<file path="config.mk">
export PLATFORM = sky130hd
export DESIGN_NAME = hci_command_exchange
export DESIGN_NICKNAME = d
export VERILOG_FILES = /design/src/hw/rtl/hci_cx_pkg.sv /design/src/hw/rtl/hci_cx_in_reg.sv /design/src/hw/rtl/hci_cx_engine.sv /design/src/hw/rtl/hci_cx_emit.sv /design/src/hw/rtl/hci_command_exchange.sv
export VERILOG_INCLUDE_DIRS = /design/src /design/src/hw/rtl
export SDC_FILE = /design/constraint.sdc
export NUM_CORES = 1
export LEC_CHECK = 0
export ABC_AREA = 1
export BUFFER_PORTS_ARGS = -buffer_cell sky130_fd_sc_hd__buf_2
export CORE_UTILIZATION = 55
export CTS_BUF_LIST = sky130_fd_sc_hd__clkbuf_4
export DETAILED_ROUTE_END_ITERATION = 10
export PLACE_DENSITY = 0.76
export SLEW_MARGIN = 20
export SYNTH_ARGS = -nofsm -noshare
export SYNTH_HDL_FRONTEND = slang
export SYNTH_SLANG_ARGS = --single-unit
</file>
<file path="constraint.sdc">
create_clock -name clk -period 3.3 [get_ports clk]
set_input_delay 0.66 -clock clk [delete_from_list [all_inputs] [get_ports clk]]
set_output_delay 0.66 -clock clk [all_outputs]
set_load 0.02 [all_outputs]
</file>
<file path="src/hw/rtl/hci_command_exchange_assert.svh">
// ----------------------------------------------------------------------------
// hci command exchange assertion macros
// concurrent checks on clk, switched off as a set by NO_ASSERTIONS
// ----------------------------------------------------------------------------
`ifndef HCI_COMMAND_EXCHANGE_ASSERT_SVH
`define HCI_COMMAND_EXCHANGE_ASSERT_SVH

`ifndef NO_ASSERTIONS

// property must hold at every clock edge out of reset
`define HCX_ASSERT(lbl, prop) \
	lbl: assert property (@(posedge clk) disable iff (!arst_n) (prop)) \
		else $error("hci command exchange assertion failed");

// condition must never be seen at a clock edge out of reset
`define HCX_NEVER(lbl, cond) \
	lbl: assert property (@(posedge clk) disable iff (!arst_n) !(cond)) \
		else $error("hci command exchange forbidden condition seen");

`else

`define HCX_ASSERT(lbl, prop)
`define HCX_NEVER(lbl, cond)

`endif

`endif

</file>
<file path="src/hw/rtl/hci_cx_pkg.sv">
// ----------------------------------------------------------------------------
// hci command exchange package
// shared types and constants of the h4 command engine
// ----------------------------------------------------------------------------
package hci_cx_pkg;

	localparam int unsigned IN_DATA_W  = 32;
	localparam int unsigned IN_USER_W  = 2;
	localparam int unsigned OUT_DATA_W = 16;
	localparam int unsigned CFG_IDX_W  = 8;
	localparam int unsigned MAX_RES    = 4;
	localparam int unsigned CNT_W      = $clog2(MAX_RES + 1);
	localparam int unsigned POS_W      = $clog2(MAX_RES);

	// register indexes
	localparam logic [CFG_IDX_W-1:0] REG_CMD_IND  = 8'd0;
	localparam logic [CFG_IDX_W-1:0] REG_EVT_IND  = 8'd1;
	localparam logic [CFG_IDX_W-1:0] REG_ST_CODE  = 8'd2;
	localparam logic [CFG_IDX_W-1:0] REG_CC_CODE  = 8'd3;

	typedef enum logic [1:0] {
		CMD_START   = 2'd0,
		CMD_PAYLOAD = 2'd1,
		CMD_RX      = 2'd2
	} cmd_t;

	typedef struct packed {
		cmd_t        command;
		logic [5:0]  group;
		logic [9:0]  command_code;
		logic [7:0]  payload_length;
		logic [7:0]  data_byte;
	} item_t;

	typedef struct packed {
		logic [7:0] cmd_ind;
		logic [7:0] evt_ind;
		logic [7:0] st_code;
		logic [7:0] cc_code;
	} cfg_t;

	// results caused by one item, bytes[0] goes out first
	typedef struct packed {
		logic [CNT_W-1:0]        count;
		logic                    kind;
		logic [3:0]              completion;
		logic [MAX_RES-1:0][7:0] bytes;
	} res_grp_t;

endpackage

</file>
<file path="src/hw/rtl/hci_cx_in_reg.sv">
// ----------------------------------------------------------------------------
// hci command exchange input register
// holds one accepted request until the engine takes it
// ----------------------------------------------------------------------------
module hci_cx_in_reg
	import hci_cx_pkg::*;
(
	input  logic                 clk,
	input  logic                 arst_n,
	input  logic                 s_valid,
	output logic                 s_ready,
	input  logic [IN_DATA_W-1:0] s_data,
	input  logic [IN_USER_W-1:0] s_user,
	input  logic                 consume,
	output logic                 valid_s1,
	output item_t                item_s1
);

	logic  take;
	item_t item_d;

	assign s_ready = !valid_s1 || consume;
	assign take    = s_valid && s_ready;

	// unpack the stream word
	always_comb begin
		item_d.command        = cmd_t'(s_user);
		item_d.group          = s_data[5:0];
		item_d.command_code   = s_data[15:6];
		item_d.payload_length = s_data[23:16];
		item_d.data_byte      = s_data[31:24];
	end

	always_ff @(posedge clk or negedge arst_n) begin
		if (!arst_n) begin
			valid_s1 <= 1'b0;
		end else if (take) begin
			valid_s1 <= 1'b1;
		end else if (consume) begin
			valid_s1 <= 1'b0;
		end
	end

	always_ff @(posedge clk) begin
		if (take) begin
			item_s1 <= item_d;
		end
	end

endmodule

</file>
<file path="src/hw/rtl/hci_cx_engine.sv">
// ----------------------------------------------------------------------------
// hci command exchange engine
// command state and response checks, one request per cycle while the emitter can take its results
// ----------------------------------------------------------------------------
`include "hci_command_exchange_assert.svh"

module hci_cx_engine
	import hci_cx_pkg::*;
(
	input  logic     clk,
	input  logic     arst_n,
	input  cfg_t     cfg,
	input  item_t    item_s1,
	input  logic     fire,
	output res_grp_t grp
);

	typedef enum logic [3:0] {
		PH_IDLE, PH_PAYLOAD, PH_IND, PH_CODE, PH_LEN, PH_B1, PH_B2, PH_B3, PH_B4
	} phase_t;

	localparam logic [7:0] EVT_LEN = 8'd4;

	localparam logic [3:0] COMP_OK      = 4'd0;
	localparam logic [3:0] COMP_IND     = 4'd1;
	localparam logic [3:0] COMP_ST_LEN  = 4'd2;
	localparam logic [3:0] COMP_ST_CRED = 4'd3;
	localparam logic [3:0] COMP_ST_OPLO = 4'd4;
	localparam logic [3:0] COMP_ST_OPHI = 4'd5;
	localparam logic [3:0] COMP_CC_LEN  = 4'd6;
	localparam logic [3:0] COMP_CC_CRED = 4'd7;
	localparam logic [3:0] COMP_CC_OPLO = 4'd8;
	localparam logic [3:0] COMP_CC_OPHI = 4'd9;
	localparam logic [3:0] COMP_CC_RET  = 4'd10;
	localparam logic [3:0] COMP_CODE    = 4'd11;
	localparam logic [3:0] COMP_ST_STAT = 4'd12;

	phase_t      phase_q, phase_d;
	logic [15:0] opcode_q, opcode_d;
	logic [7:0]  left_q, left_d;
	logic        stat_q, stat_d;
	logic        done;
	logic [3:0]  comp;
	logic [15:0] new_op;
	logic [7:0]  b;

	assign b      = item_s1.data_byte;
	assign new_op = {item_s1.group, item_s1.command_code};

	always_comb begin
		phase_d  = phase_q;
		opcode_d = opcode_q;
		left_d   = left_q;
		stat_d   = stat_q;
		done     = 1'b0;
		comp     = COMP_OK;
		grp      = '0;
		case (item_s1.command)
			CMD_START: begin
				opcode_d   = new_op;
				left_d     = item_s1.payload_length;
				stat_d     = 1'b0;
				phase_d    = (item_s1.payload_length != 8'd0) ? PH_PAYLOAD : PH_IND;
				grp.count  = CNT_W'(MAX_RES);
				grp.bytes[0] = cfg.cmd_ind;
				grp.bytes[1] = new_op[7:0];
				grp.bytes[2] = new_op[15:8];
				grp.bytes[3] = item_s1.payload_length;
			end
			CMD_PAYLOAD: begin
				if (phase_q == PH_PAYLOAD) begin
					grp.count    = CNT_W'(1);
					grp.bytes[0] = b;
					left_d       = left_q - 8'd1;
					if (left_q == 8'd1) begin
						phase_d = PH_IND;
					end
				end
			end
			CMD_RX: begin
				case (phase_q)
					PH_IND: begin
						if (b != cfg.evt_ind) begin
							done = 1'b1;
							comp = COMP_IND;
						end else begin
							phase_d = PH_CODE;
						end
					end
					PH_CODE: begin
						// status path wins when both codes match
						if (b == cfg.st_code) begin
							stat_d  = 1'b1;
							phase_d = PH_LEN;
						end else if (b == cfg.cc_code) begin
							stat_d  = 1'b0;
							phase_d = PH_LEN;
						end else begin
							done = 1'b1;
							comp = COMP_CODE;
						end
					end
					PH_LEN: begin
						if (b != EVT_LEN) begin
							done = 1'b1;
							comp = stat_q ? COMP_ST_LEN : COMP_CC_LEN;
						end else begin
							phase_d = PH_B1;
						end
					end
					PH_B1: begin
						if (stat_q ? (b != 8'd0) : (b == 8'd0)) begin
							done = 1'b1;
							comp = stat_q ? COMP_ST_STAT : COMP_CC_CRED;
						end else begin
							phase_d = PH_B2;
						end
					end
					PH_B2: begin
						if (stat_q ? (b == 8'd0) : (b != opcode_q[7:0])) begin
							done = 1'b1;
							comp = stat_q ? COMP_ST_CRED : COMP_CC_OPLO;
						end else begin
							phase_d = PH_B3;
						end
					end
					PH_B3: begin
						if (stat_q ? (b != opcode_q[7:0]) : (b != opcode_q[15:8])) begin
							done = 1'b1;
							comp = stat_q ? COMP_ST_OPLO : COMP_CC_OPHI;
						end else begin
							phase_d = PH_B4;
						end
					end
					PH_B4: begin
						done = 1'b1;
						if (stat_q ? (b != opcode_q[15:8]) : (b != 8'd0)) begin
							comp = stat_q ? COMP_ST_OPHI : COMP_CC_RET;
						end else begin
							comp = COMP_OK;
						end
					end
					default: begin
					end
				endcase
			end
			default: begin
			end
		endcase
		if (done) begin
			phase_d        = PH_IDLE;
			grp.count      = CNT_W'(1);
			grp.kind       = 1'b1;
			grp.completion = comp;
		end
	end

	always_ff @(posedge clk or negedge arst_n) begin
		if (!arst_n) begin
			phase_q  <= PH_IDLE;
			opcode_q <= '0;
			left_q   <= '0;
			stat_q   <= 1'b0;
		end else if (fire) begin
			phase_q  <= phase_d;
			opcode_q <= opcode_d;
			left_q   <= left_d;
			stat_q   <= stat_d;
		end
	end

	`HCX_NEVER(a_payload_left, (phase_q == PH_PAYLOAD) && (left_q == 8'd0))
	`HCX_ASSERT(a_finish_idle, (fire && grp.kind) |=> (phase_q == PH_IDLE))
	`HCX_ASSERT(a_start_phase,
		(fire && (item_s1.command == CMD_START)) |=>
		((phase_q == PH_PAYLOAD) || (phase_q == PH_IND)))

endmodule

</file>
<file path="src/hw/rtl/hci_cx_emit.sv">
// ----------------------------------------------------------------------------
// hci command exchange result emitter
// holds one request's results and sends them one per cycle while the receiver is ready
// ----------------------------------------------------------------------------
`include "hci_command_exchange_assert.svh"

module hci_cx_emit
	import hci_cx_pkg::*;
(
	input  logic                  clk,
	input  logic                  arst_n,
	input  logic                  load,
	input  res_grp_t              grp,
	output logic                  can_load,
	output logic                  m_valid,
	input  logic                  m_ready,
	output logic [OUT_DATA_W-1:0] m_data,
	output logic                  m_user,
	output logic                  m_last
);

	res_grp_t         grp_q;
	logic [CNT_W-1:0] left_q;
	logic [POS_W-1:0] pos_q;
	logic             hs;
	logic             take;

	assign m_valid  = (left_q != '0);
	assign hs       = m_valid && m_ready;
	assign can_load = (left_q == '0) || ((left_q == CNT_W'(1)) && m_ready);
	assign take     = load && (grp.count != '0);

	assign m_user = grp_q.kind;
	assign m_last = (left_q == CNT_W'(1));
	assign m_data = {{(OUT_DATA_W - 12){1'b0}}, grp_q.completion, grp_q.bytes[pos_q]};

	always_ff @(posedge clk or negedge arst_n) begin
		if (!arst_n) begin
			left_q <= '0;
			pos_q  <= '0;
		end else if (take) begin
			left_q <= grp.count;
			pos_q  <= '0;
		end else if (hs) begin
			left_q <= left_q - CNT_W'(1);
			pos_q  <= pos_q + POS_W'(1);
		end
	end

	always_ff @(posedge clk) begin
		if (take) begin
			grp_q <= grp;
		end
	end

	`HCX_ASSERT(a_load_free, take |-> ((left_q == '0) || (hs && (left_q == CNT_W'(1)))))
	`HCX_NEVER(a_pos_range, ({1'b0, pos_q} + left_q) > CNT_W'(MAX_RES))
	`HCX_ASSERT(a_finish_single, (take && grp.kind) |=> (left_q == CNT_W'(1)))

endmodule

</file>
<file path="src/hw/rtl/hci_command_exchange.sv">
// ----------------------------------------------------------------------------
// hci command exchange
// h4 host-side hci command engine: sends the command header and payload,
// then checks the command status or command complete event
// ----------------------------------------------------------------------------
//
//  channel   | dir | tdata / data                             | tuser / other
//  ----------+-----+------------------------------------------+-------------------
//  s_axis    | in  | group, command_code, payload_length, byte| command
//  m_axis    | out | tx_byte, completion                      | kind, tlast = last
//  cfg       | in  | cfg_data: register value                 | cfg_index
//
//  a request waits in the input register, is handled in one pass and its
//  results go to the output register, so one request a cycle is taken while
//  the output is free; a start request gives four bytes and holds the output
//  until all are taken; payload bytes and finishing response bytes give one
//  result, other bytes none; the input register is freed when the output can
//  take the request's results, also in the cycle the last held result is taken
//  reset clears the state, the output and the registers to their defaults;
//  no clearing pass
//
// ----------------------------------------------------------------------------
module hci_command_exchange
	import hci_cx_pkg::*;
(
	input  logic                  clk,
	input  logic                  arst_n,
	// request stream
	input  logic                  s_axis_tvalid,
	output logic                  s_axis_tready,
	input  logic [IN_DATA_W-1:0]  s_axis_tdata,  // group, command_code, payload_length, data_byte
	input  logic [IN_USER_W-1:0]  s_axis_tuser,  // command
	// result stream
	output logic                  m_axis_tvalid,
	input  logic                  m_axis_tready,
	output logic [OUT_DATA_W-1:0] m_axis_tdata,  // tx_byte, completion, zero fill
	output logic                  m_axis_tuser,  // kind
	output logic                  m_axis_tlast,  // last result of the request
	// register writes
	input  logic                  cfg_valid,
	output logic                  cfg_ready,
	input  logic [CFG_IDX_W-1:0]  cfg_index,
	input  logic [7:0]            cfg_data
);

	cfg_t     cfg_q;
	item_t    item_s1;
	logic     valid_s1;
	logic     can_load;
	logic     fire;
	res_grp_t grp;

	// register writes always land at once
	assign cfg_ready = 1'b1;

	always_ff @(posedge clk or negedge arst_n) begin
		if (!arst_n) begin
			cfg_q.cmd_ind <= 8'd1;
			cfg_q.evt_ind <= 8'd4;
			cfg_q.st_code <= 8'd15;
			cfg_q.cc_code <= 8'd14;
		end else if (cfg_valid) begin
			case (cfg_index)
				REG_CMD_IND: cfg_q.cmd_ind <= cfg_data;
				REG_EVT_IND: cfg_q.evt_ind <= cfg_data;
				REG_ST_CODE: cfg_q.st_code <= cfg_data;
				REG_CC_CODE: cfg_q.cc_code <= cfg_data;
				default: begin
				end
			endcase
		end
	end

	// request handled when the output can hold all its results
	assign fire = valid_s1 && can_load;

	hci_cx_in_reg u_in_reg (
		.clk      (clk),
		.arst_n   (arst_n),
		.s_valid  (s_axis_tvalid),
		.s_ready  (s_axis_tready),
		.s_data   (s_axis_tdata),
		.s_user   (s_axis_tuser),
		.consume  (fire),
		.valid_s1 (valid_s1),
		.item_s1  (item_s1)
	);

	hci_cx_engine u_engine (
		.clk     (clk),
		.arst_n  (arst_n),
		.cfg     (cfg_q),
		.item_s1 (item_s1),
		.fire    (fire),
		.grp     (grp)
	);

	hci_cx_emit u_emit (
		.clk      (clk),
		.arst_n   (arst_n),
		.load     (fire),
		.grp      (grp),
		.can_load (can_load),
		.m_valid  (m_axis_tvalid),
		.m_ready  (m_axis_tready),
		.m_data   (m_axis_tdata),
		.m_user   (m_axis_tuser),
		.m_last   (m_axis_tlast)
	);

endmodule

</file>
==> summary.md <==
| Metric | Value |
|---|---|
| Status | `completed` |
| R2R Path Start | `u_in_reg.item_s1[6]$_DFFE_PP_` |
| Hold-fix buffers, CTS | `0` |
| Crit Path Max Fanout | `24` |
| Ratio of cells with drive above 1 in the final layout | `19.2%` |
| Clock sink total | `roughly 140` |
| Count leader, synth | `nand2_1` |
| Core area | `12000 µm²` |
| Synth area leader | `edfxtp_1` |
| Final Hold Vio Count | `0` |
| Critical Path End | `u_emit.grp_q[4]$_DFFE_PP_` |
| Antenna violations before repair | `0` |
| Vias per inst | `5.32` |
| Total die area | `12800 µm²` |
| Hold WC Path Type | `input pin to async pin` |
| Critical Path Source | `u_in_reg.item_s1[6]$_DFFE_PP_` |
| CTS tree | `built` |
| Worst Tran Pin Value | `539 ps` |
| # diodes | `0` |
| Routed WL | `between 10 and 15 mm` |
| Async SR Flop Fraction | `48.6%` |
| Clock Tree Buf Depth | `2` |
| Die W | `roughly 110 µm` |
| Pre-Repair DR Iteration Count | `5` |
| Initial drt markers | `466` |
| Crit path capture type | `flip-flop` |
| WS Path Type | `flip-flop to flip-flop` |
| CTS resizes | `0` |
| Quantity of I/O buffers inserted on ports | `70` |
| Gate Count Post-Synth | `735` |
| Multi-input gate area | `about 2400 µm²` |
| Worst Path Arrival | `3210 ps` |
| Slowest CP cell | `edfxtp_1` |
| GRT Util Overall | `24.8%` |
| PwrDens | `733 nW/µm²` |
| First-pass GRT wire length | `between 20 and 25 mm` |
| Final setup vio count | `0` |
| Filler cells | `1041` |
| Clk Latency, worst-skew pair | `roughly 560 ps` |
| Prevailing post-synth register cell | `edfxtp_1` |
| Lkg Pwr | `~3.4 nW` |
| Number of synthesized flops with an enable pin | `71` |
| Final instance area | `7430 µm²` |
| YS warnings | `0` |
| Fin. max-slew vios | `0` |
| Stages on the worst setup path | `15` |
| Area Overhead vs Synth | `9.36%` |
| HPWL Detailed | `10.8 mm` |
| Top-area cell type share of the netlist area | `31.4%` |
| CP delay by family, top | `simple AND/OR/NAND/NOR gates` |
| Post-CTS Setup Inserts | `0` |
| Tmin final | `2940 ps` |
| Grt ovf | `0` |
| Max Clock Skew | `20.3 ps` |
| Sequential area share after synthesis | `56.2%` |
| Clk pin slew, worst setup/hold paths | `120 ps` |
| DR WL/cell | `15.3 µm` |
| Total CTS buffers | `17` |
| WHS | `57.8 ps` |
| Syn avg cell area | `about 9.2 µm²` |
| Reg2reg end | `u_emit.grp_q[4]$_DFFE_PP_` |
| DP Area | `7180 µm²` |
| Maxcap violations | `0` |
| CP peak stage delay | `560 ps` |
| FF-to-FF setup slack | `360 ps` |
| RSZ-0062 raised after global routing | `false` |
| # nets final | `865` |
| Final Wtd Congestion | `0.920` |
| Via count | `5110` |
| Top cell by count, worst path | `nor2_1` |
| Worst setup SP type | `flip-flop` |
| Die Span Y | `approximately 110 µm` |
| Post-route ant nets | `0` |
| Synth area leaders | `edfxtp_1, dfrtp_1, nand2_1` |
| Slew margin rel. | `64.0%` |
| Netlist cell types | `45` |
| Starting density of the core | `a little under three fifths` |
| Largest net degree at the start of global routing | `35` |
| Reg2Reg Depth | `15` |
| Maximum vdd drop | `0.308 mV` |
| Critical-path cell list | `nor2_1, nand2_1, nor2_1, inv_1, ha_1, nor2_1, nor2_1, nand3_2, nor2_2, nand2_2, nand2_4, nand3_2, nand2_1, inv_2, buf_12` |
| FP Rows | `40` |
| Setup TNS | `0 ps` |
| Vias in the first global route | `slightly below 5000` |
| Crit share post-route | `around nine tenths` |
| H-tree depth | `4` |
| Register area | `3820 µm²` |
| Fmax achieved | `around 340 MHz` |
| Synth Register Bits | `about 140` |
| Drt drc | `0` |
| Num ports | `76` |
| Buf/Inv on CP | `3` |
| CP Data Required Time | `3570 ps` |
| Top cells by count, synth | `nand2_1, inv_1, o21ai_0, edfxtp_1, nor2_1` |
| Root Driver | `clkbuf_4` |
| Post-synthesis cell area | `between 6000 and 7000 µm²` |
[routing by layer]
metal | track usage (%) | wire, µm | up-vias
met3 | 6.05 | 694 | 26
met4 | 9.56 | 324 | 0
li1 | - | - | 2495
met5 | 0 | 0 | -
met1 | 33.4 | 6760 | 2406
met2 | 39.1 | 6880 | 183
[through the flow]
stage               util, %  power (W)  std cells  worst slack, ps
detailed placement     59.8    0.00446        928              398
global placement       59.8    0.00440        928              488
floorplan                 -    0.00394        738              692
global route           61.8    0.00578        960             96.6
finish                 61.8    0.00545        960              362
CTS                    61.8    0.00546        960              372
[cells in the final DEF (no fill, tap or decap), types with 3 or more instances in the layout]
master and n:
a21oi_1 7, edfxtp_1 71, clkbuf_4 19, dfrtp_1 58, nor3_1 7, ha_1 10, nand2_2 4, o21ai_1 5
nand3_2 3, o21ai_0 74, buf_4 7, dfstp_2 9, inv_6 3, nor2_1 60, inv_2 9, buf_2 70
nand3_1 10, xor2_1 5, o22ai_1 9, nor2_2 11, inv_1 78, xnor2_1 28, clkinvlp_4 3, o211ai_1 5
conb_1 5, nand2_1 204, clkinv_2 6, nand4_1 7
[power breakdown]
group | switching [W] | total (W) | internal [W] | leakage (nW)
combinational | 0.00117 | 0.00182 | 0.000644 | 1.74
clock | 0.000620 | 0.00100 | 0.000382 | 0.136
sequential | 0.000352 | 0.00263 | 0.00228 | 1.51
total | 0.00214 | 0.00545 | 0.00330 | 3.38
[state kept, by name, indices dropped and copies added (netlist names)]
register / flops
u_engine.opcode_q: 16
u_engine.phase_q: 4
cfg_q: 32
u_emit.m_user: 1
u_emit.grp_q: 32
u_emit.left_q: 3
u_engine.stat_q: 1
u_in_reg.item_s1: 34
u_in_reg.valid_s1: 1
u_emit.m_data: 4
u_emit.pos_q: 2
u_engine.left_q: 8
[cells by family after synthesis]
family | count (synthesis) | share of synthesized area [%]
other cells | 2 | 0.111
buf+inv | 123 | 8.31
mux | 1 | 0.166
flops | 138 | 56.2
xor+xnor | 35 | 4.73
simple gates | 313 | 19.2
fa+ha+maj | 10 | 1.84
compound gates | 113 | 9.36
[final cells by class]
class / count / area share, %
Clock inverter: 13 / 1.40
Multi-Input combinational cell: 477 / 32.6
Clock buffer: 19 / 1.92
Timing Repair Buffer: 78 / 5.69
Sequential cell: 138 / 51.4
Tap cell: 147 / 2.48
Inverter: 88 / 4.51
[worst min-delay path by stage]
stage / depth (start not counted) / to / from
floorplan: 0 / cfg_q[0]$_DFFE_PN0P_ / arst_n
global placement: 2 / cfg_q[24]$_DFFE_PN1P_ / cfg_q[24]$_DFFE_PN1P_
detailed placement: 2 / cfg_q[18]$_DFFE_PN1P_ / cfg_q[18]$_DFFE_PN1P_
CTS: 1 / u_engine.left_q[6]$_DFFE_PN0P_ / arst_n
global route: 1 / u_engine.opcode_q[7]$_DFFE_PN0P_ / arst_n
finish: 1 / u_engine.left_q[6]$_DFFE_PN0P_ / arst_n
Power figures use the tool's default switching activity.
